[src/hw/rtl/pmf_pkg.sv]
package pmf_pkg;

   // Register indexes of the configuration port.
   typedef enum logic [1:0] {
      CSR_MAX_DISTANCE  = 2'd0,
      CSR_MAX_HEADING   = 2'd1,
      CSR_MAX_TIME_DIFF = 2'd2
   } csr_index_type;

   localparam int unsigned CSR_ADDR_WIDTH = 2;
   localparam int unsigned CSR_DATA_WIDTH = 32;

   localparam logic [15:0] MAX_DISTANCE_RESET  = 16'd300;
   localparam logic [15:0] MAX_HEADING_RESET   = 16'd3641;
   localparam logic [31:0] MAX_TIME_DIFF_RESET = 32'd9999000;

   // One timed pose: the payload of a request without its restart flag.
   typedef struct packed {
      logic [31:0]        stamp_ms;
      logic signed [23:0] pos_x_mm;
      logic signed [23:0] pos_y_mm;
      logic [15:0]        heading;
   } pose_type;

   // The reference pose together with its valid flag.
   typedef struct packed {
      logic     valid;
      pose_type pose;
   } ref_type;

   // Similarity limits; the distance limit is kept squared.
   typedef struct packed {
      logic [31:0] dist_sq;
      logic [15:0] heading;
      logic [31:0] time_ms;
   } limits_type;

   function automatic logic [31:0] sat_inc(input logic [31:0] value);
      logic [31:0] result;
      result = (value == 32'hFFFF_FFFF) ? value : value + 32'd1;
      return result;
   endfunction

endpackage

[src/hw/rtl/pmf_compare.sv]
module pmf_compare (
   input  pmf_pkg::pose_type   pose,
   input  pmf_pkg::ref_type    ref_pose,
   input  pmf_pkg::limits_type limits,
   output logic                similar
);
   import pmf_pkg::*;

   logic [31:0] dt;
   logic [24:0] dx;
   logic [24:0] dy;
   logic [24:0] ax;
   logic [24:0] ay;
   logic [31:0] sq_x;
   logic [31:0] sq_y;
   logic [32:0] d2;
   logic        near;
   logic [15:0] dh;
   logic [16:0] adh;
   logic        time_ok;
   logic        dist_ok;
   logic        heading_ok;

   assign dt = pose.stamp_ms - ref_pose.pose.stamp_ms;
   assign time_ok = (dt <= limits.time_ms);

   assign dx = {pose.pos_x_mm[23], pose.pos_x_mm}
             - {ref_pose.pose.pos_x_mm[23], ref_pose.pose.pos_x_mm};
   assign dy = {pose.pos_y_mm[23], pose.pos_y_mm}
             - {ref_pose.pose.pos_y_mm[23], ref_pose.pose.pos_y_mm};
   assign ax = dx[24] ? (~dx + 25'd1) : dx;
   assign ay = dy[24] ? (~dy + 25'd1) : dy;

   // The squared limit is below 2^32, so any offset of 65536 mm or more
   // on either axis is already out of range and only 16-bit squares remain.
   assign near = (ax[24:16] == 9'd0) && (ay[24:16] == 9'd0);
   assign sq_x = {16'd0, ax[15:0]} * {16'd0, ax[15:0]};
   assign sq_y = {16'd0, ay[15:0]} * {16'd0, ay[15:0]};
   assign d2 = {1'b0, sq_x} + {1'b0, sq_y};
   assign dist_ok = near && (d2 <= {1'b0, limits.dist_sq});

   assign dh = pose.heading - ref_pose.pose.heading;
   assign adh = dh[15] ? (17'h1_0000 - {1'b0, dh}) : {1'b0, dh};
   assign heading_ok = (adh <= {1'b0, limits.heading});

   assign similar = ref_pose.valid && time_ok && dist_ok && heading_ok;

endmodule

[src/hw/rtl/pmf_track.sv]
module pmf_track (
   input  logic              clock,
   input  logic              reset,
   input  logic              advance,
   input  logic              restart,
   input  pmf_pkg::pose_type pose,
   input  logic              similar,
   output pmf_pkg::ref_type  ref_pose,
   output logic [31:0]       seen_next,
   output logic [31:0]       kept_next
);
   import pmf_pkg::*;

   logic        ref_valid_ff;
   pose_type    ref_pose_ff;
   logic [31:0] seen_ff;
   logic [31:0] kept_ff;
   logic [31:0] seen_base;
   logic [31:0] kept_base;

   // A restart drops the reference and the counts before the pose is judged.
   assign ref_pose.valid = ref_valid_ff && !restart;
   assign ref_pose.pose  = ref_pose_ff;
   assign seen_base = restart ? 32'd0 : seen_ff;
   assign kept_base = restart ? 32'd0 : kept_ff;
   assign seen_next = sat_inc(seen_base);
   assign kept_next = similar ? kept_base : sat_inc(kept_base);

   always_ff @(posedge clock) begin
      if (reset) begin
         ref_valid_ff <= 1'b0;
         seen_ff      <= 32'd0;
         kept_ff      <= 32'd0;
      end else if (advance) begin
         seen_ff <= seen_next;
         kept_ff <= kept_next;
         if (!similar) begin
            ref_valid_ff <= 1'b1;
         end
      end
   end

   always_ff @(posedge clock) begin
      if (advance && !similar) begin
         ref_pose_ff <= pose;
      end
   end

endmodule

[src/hw/rtl/pose_motion_filter.sv]
// Channel   Direction  Handshake              Payload
// req_      in         req_valid / req_ready  restart, stamp_ms, pos_x_mm, pos_y_mm, heading
// rsp_      out        rsp_valid / rsp_ready  similar, seen_count, kept_count
// csr_      in         csr_we                 csr_addr, csr_wdata
//
// A transaction is taken into the input register, judged against the reference
// while it waits there and placed in the result register once that register
// is free. One transaction per cycle is sustained while responses are taken.
// Reset (synchronous, active high) empties both registers, drops the reference
// and restores the register defaults. A stalled response holds the result
// register; the input register keeps taking work as long as it can drain.
module pose_motion_filter (
   input  logic                                clock,
   input  logic                                reset,

   input  logic                                req_valid,
   output logic                                req_ready,
   input  logic                                req_restart,
   input  logic [31:0]                         req_stamp_ms,
   input  logic signed [23:0]                  req_pos_x_mm,
   input  logic signed [23:0]                  req_pos_y_mm,
   input  logic [15:0]                         req_heading,

   output logic                                rsp_valid,
   input  logic                                rsp_ready,
   output logic                                rsp_similar,
   output logic [31:0]                         rsp_seen_count,
   output logic [31:0]                         rsp_kept_count,

   input  logic                                csr_we,
   input  logic [pmf_pkg::CSR_ADDR_WIDTH-1:0]  csr_addr,
   input  logic [pmf_pkg::CSR_DATA_WIDTH-1:0]  csr_wdata
);
   import pmf_pkg::*;

   // Configuration. The distance limit is squared as it is written, so the
   // compare path never multiplies by it.
   logic [31:0] dist_sq_ff;
   logic [15:0] max_heading_ff;
   logic [31:0] max_time_ff;
   limits_type  limits;

   // Input register.
   logic        in_valid_ff;
   logic        in_restart_ff;
   pose_type    in_pose_ff;

   // Result register.
   logic        out_valid_ff;
   logic        out_similar_ff;
   logic [31:0] out_seen_ff;
   logic [31:0] out_kept_ff;

   logic        advance;
   logic        similar;
   ref_type     ref_pose;
   logic [31:0] seen_next;
   logic [31:0] kept_next;
   pose_type    req_pose;

   always_ff @(posedge clock) begin
      if (reset) begin
         dist_sq_ff     <= {16'd0, MAX_DISTANCE_RESET} * {16'd0, MAX_DISTANCE_RESET};
         max_heading_ff <= MAX_HEADING_RESET;
         max_time_ff    <= MAX_TIME_DIFF_RESET;
      end else if (csr_we) begin
         case (csr_addr)
            CSR_MAX_DISTANCE:  dist_sq_ff     <= {16'd0, csr_wdata[15:0]}
                                                 * {16'd0, csr_wdata[15:0]};
            CSR_MAX_HEADING:   max_heading_ff <= csr_wdata[15:0];
            CSR_MAX_TIME_DIFF: max_time_ff    <= csr_wdata;
            default: begin
            end
         endcase
      end
   end

   assign limits.dist_sq = dist_sq_ff;
   assign limits.heading = max_heading_ff;
   assign limits.time_ms = max_time_ff;

   // The input register moves on whenever the result register is free or
   // is being emptied in this cycle; the reference is updated in that cycle.
   assign advance   = in_valid_ff && (!out_valid_ff || rsp_ready);
   assign req_ready = !in_valid_ff || advance;

   assign req_pose.stamp_ms = req_stamp_ms;
   assign req_pose.pos_x_mm = req_pos_x_mm;
   assign req_pose.pos_y_mm = req_pos_y_mm;
   assign req_pose.heading  = req_heading;

   always_ff @(posedge clock) begin
      if (reset) begin
         in_valid_ff <= 1'b0;
      end else if (req_ready) begin
         in_valid_ff <= req_valid;
      end
   end

   always_ff @(posedge clock) begin
      if (req_valid && req_ready) begin
         in_restart_ff <= req_restart;
         in_pose_ff    <= req_pose;
      end
   end

   pmf_compare u_compare (
      .pose     (in_pose_ff),
      .ref_pose (ref_pose),
      .limits   (limits),
      .similar  (similar)
   );

   pmf_track u_track (
      .clock     (clock),
      .reset     (reset),
      .advance   (advance),
      .restart   (in_restart_ff),
      .pose      (in_pose_ff),
      .similar   (similar),
      .ref_pose  (ref_pose),
      .seen_next (seen_next),
      .kept_next (kept_next)
   );

   always_ff @(posedge clock) begin
      if (reset) begin
         out_valid_ff <= 1'b0;
      end else if (advance) begin
         out_valid_ff <= 1'b1;
      end else if (rsp_ready) begin
         out_valid_ff <= 1'b0;
      end
   end

   always_ff @(posedge clock) begin
      if (advance) begin
         out_similar_ff <= similar;
         out_seen_ff    <= seen_next;
         out_kept_ff    <= kept_next;
      end
   end

   assign rsp_valid      = out_valid_ff;
   assign rsp_similar    = out_similar_ff;
   assign rsp_seen_count = out_seen_ff;
   assign rsp_kept_count = out_kept_ff;

endmodule

[config.mk]
export PLATFORM = sky130hd
export DESIGN_NAME = pose_motion_filter
export DESIGN_NICKNAME = d
export VERILOG_FILES = /design/src/hw/rtl/pmf_pkg.sv /design/src/hw/rtl/pmf_compare.sv /design/src/hw/rtl/pmf_track.sv /design/src/hw/rtl/pose_motion_filter.sv
export SDC_FILE = /design/constraint.sdc
export NUM_CORES = 2
export LEC_CHECK = 0
export BUFFER_PORTS_ARGS = -buffer_cell sky130_fd_sc_hd__clkbuf_2
export CAP_MARGIN = 40
export CELL_PAD_IN_SITES_DETAIL_PLACEMENT = 2
export CELL_PAD_IN_SITES_GLOBAL_PLACEMENT = 2
export CORE_ASPECT_RATIO = 1.75
export CORE_UTILIZATION = 44
export DETAILED_ROUTE_END_ITERATION = 6
export PLACE_DENSITY_LB_ADDON = 0.1
export RECOVER_POWER = 25
export SLEW_MARGIN = 5
export SYNTH_ARGS = -nofsm -noshare
export SYNTH_HDL_FRONTEND = slang
export SYNTH_SLANG_ARGS = --single-unit
[constraint.sdc]
create_clock -name clock -period 44.2 [get_ports clock]
set_clock_uncertainty 0.15 [all_clocks]
set_input_delay 4.42 -clock clock [delete_from_list [all_inputs] [get_ports clock]]
set_output_delay 4.42 -clock clock [all_outputs]
set_load 0.02 [all_outputs]
==> out/metrics.cfg <==
[placed_design]
io_buffers = 202
gp_congestion = 0.890
hpwlAfterDp_microns = 125000

[sta]
rsz0062_at_grt = no
finalHoldViolCount = 0
clock.fmax_mhz = 60.8
max_slew_margin_pct = -63.8
post-route-period-util_pct = 37.2
period_minus_slack_ns = 16.44
setup_tns_ns = 0
maxSlewViolCount = 52
setup_viol = 0
worstMarginPinSlew_ns = 2.46

[synthesis]
syn_area_per_cell_sq_um = 9.24
synth_edf_count = 258
synth-seq-area-share_pct = 23.5
syn-cell-area_sq_um = 45500
synth_nets = 6081
yosys.area.top_type = fa_1
yosysWarnings = 0
synth-seq-cells = 404
yosys-top-cells-area = fa_1 25%, edfxtp_1 17%, ha_1 13%
synth_ff_type = edfxtp_1
synth_cell_types = 94
syn_inst = 4921
yosysTopAreaCellShare_pct = 24.6
async_reset_ff_share_pct = 0

[floorplan]
core_area_sq_um = 102000
start_util_pct = 44.5
die-area_sq_um = 105000
die_x_microns = 245
die_height_microns = 427
ioPinCount = 203
rows = 155

[min_path]
hold_class = reg -> reg

[clock_tree]
ctsHoldBuffers = 0
clk_latency_ns = 0.65
cts.clk_slew.worst_paths_ns = 0.06
cts_buffers = 45
clockBufferDepth = 3
cts_resized = 0
clock_sinks = 404
cts_tree = built
cts_root_buf = clkbuf_16
h-tree-depth = 2
post-cts-setup-buffers = 0

[routing]
viasPerCell = 5.54
dr.pass1.iters = 5
dr.first_iter.drc_count = 1059
drc_errors = 0
wirelength_microns = 154000
wire_per_inst_microns = 23.8
ant_nets = 0
vias = 35900

[grt]
grt_use_met3_pct = 2.57
antenna_found_initial = 0
grt_start_max_net_pins = 67
grt_pass1_wl_microns = 237000
grt_usage_pct = 29.8
grt_pass1_vias = 42700
grt-busiest-layer = met2
overflow = 0
gr-usage-met2_pct = 59.9
met1_usage_pct = 28.2

[setup_path]
crit_buf_inv = 12
cp_common_cell = fa_1
cp-end-kind = flop
cp_max_fo = 53
worstSetupPathType = reg -> reg
cpMaxStageDelayCell = a2111oi_0
critPathMaxStageDelay_ns = 0.66
crit_family = compound AO/OA/AOI/OAI gates
crit_arrival_ns = 16.54
critPathRequiredTime_ns = 44.31
start_kind = flop

[layout]
finalNetCount = 6260
diodes = 0
multi_input_area_sq_um = 30600
drive_above_1_share_pct = 7.92
fillCellCount = 11100
syn2layout_area_growth_pct = 9.26
area.sequential_sq_um = 10700

[run_status]
violations = capacitance limit, slew limit
status = finished, violations left

[job]
drv_cap = 1

sequential cells by signal, indices dropped and copies added (netlist names), 16 cells and up:
signal	count
u_track.ref_pose	96
in_pose_ff	96
u_track.kept_ff	32
rsp_kept_count	32
max_time_ff	32
u_track.seen_ff	32
max_heading_ff	16
rsp_seen_count	32
dist_sq_ff	31
placed cells by master (no fill, tap or decap), types with 47 or more instances in the layout:
cell type	n
a21o_1	83
a21oi_1	242
and2_1	69
buf_4	53
clkbuf_2	197
dfxtp_1	146
edfxtp_1	258
fa_1	560
ha_1	464
inv_1	997
nand2_1	466
nand2b_1	47
nand3_1	65
nand4_1	48
nor2_1	367
nor2b_1	58
nor3_1	87
o211ai_1	52
o21ai_0	103
xnor2_1	142
xor2_1	82
cells in the mapped netlist, drive strengths merged, types with 14 or more instances:
master and count:
inv 1003, o21ai 108, o31ai 19, a21oi 245, nand3 65, clkbuf 110
a31oi 16, and2 72, nand4 48, or2 30, xor2 84, xnor2 143
ha 464, o211ai 52, buf 20, o21bai 14, a211oi 28, nor3 88
o311ai 15, and3 33, a21o 83, or3 28, nor4 17, fa 560
nor2 368, nand2 466, o21a 26, nor2b 58, dfxtp 146, nand2b 49
edfxtp 258, mux2i 16
metrics by stage:
stage	cells	utilization, %	hold WS (ns)	instance area (sq um)	setup WS [ns]
finish	6471	48.6	0.299	49700	27.76
floorplan	4921	-	0.276	45500	27.93
detailed placement	6387	47.2	0.293	48200	27.79
global placement	6373	47.0	0.284	48100	28.25
CTS	6471	48.6	0.296	49700	27.75
global route	6471	48.6	0.299	49700	26.76
final cells by class:
| cell class | instances | share of cell area, % |
|---|---|---|
| Inverter | 1010 | 7.63 |
| Clock inverter | 23 | 0.441 |
| Tap cell | 1334 | 3.36 |
| Multi-Input combinational cell | 3377 | 61.5 |
| Sequential cell | 404 | 21.5 |
| Timing Repair Buffer | 262 | 3.07 |
| Clock buffer | 61 | 2.53 |
final timing paths:
path | from | end | slack (ns) | cells after the start
max | in_pose_ff[40]$_DFFE_PP_ | u_track.ref_pose[42]$_DFFE_PP_ | 27.76 | 54
min | in_pose_ff[40]$_DFFE_PP_ | u_track.ref_pose[40]$_DFFE_PP_ | 0.30 | 0
max reg2reg | in_pose_ff[40]$_DFFE_PP_ | u_track.ref_pose[42]$_DFFE_PP_ | 27.76 | 54
min reg2reg | in_pose_ff[40]$_DFFE_PP_ | u_track.ref_pose[40]$_DFFE_PP_ | 0.30 | 0
kinds of logic (layout without fill, tap and decap cells):
family | count (synthesis) | after routing | synth area share, %
AOI/OAI and AO/OA | 719 | 719 | 10.3
DFF | 404 | 404 | 23.5
xor gates and xnor gates | 227 | 227 | 4.37
muxes | 22 | 22 | 0.501
and+or+nand+nor | 1385 | 1385 | 14.5
buffers and inverters | 1140 | 1356 | 9.47
adders and majority gates | 1024 | 1024 | 37.4
routing by layer:
| metal | wire length (microns) | vias to the layer above |
|---|---|---|
| met5 | 0 | - |
| met4 | 10700 | 0 |
| met3 | 3220 | 400 |
| met2 | 88000 | 605 |
| met1 | 51700 | 18600 |
| li1 | - | 16300 |
worst register-to-register path, delay by kind of cell (launching register included):
family	cells	cell delay, ns
compound gates	18	5.31
flops	1	0.38
fa+ha+maj	12	5.01
xor+xnor	2	0.77
buf+inv	12	1.99
simple gates	10	2.42
Power is left out: the tool's default activity adds up to more than one toggle a clock period on the data nets, which glitch-free logic cannot reach.
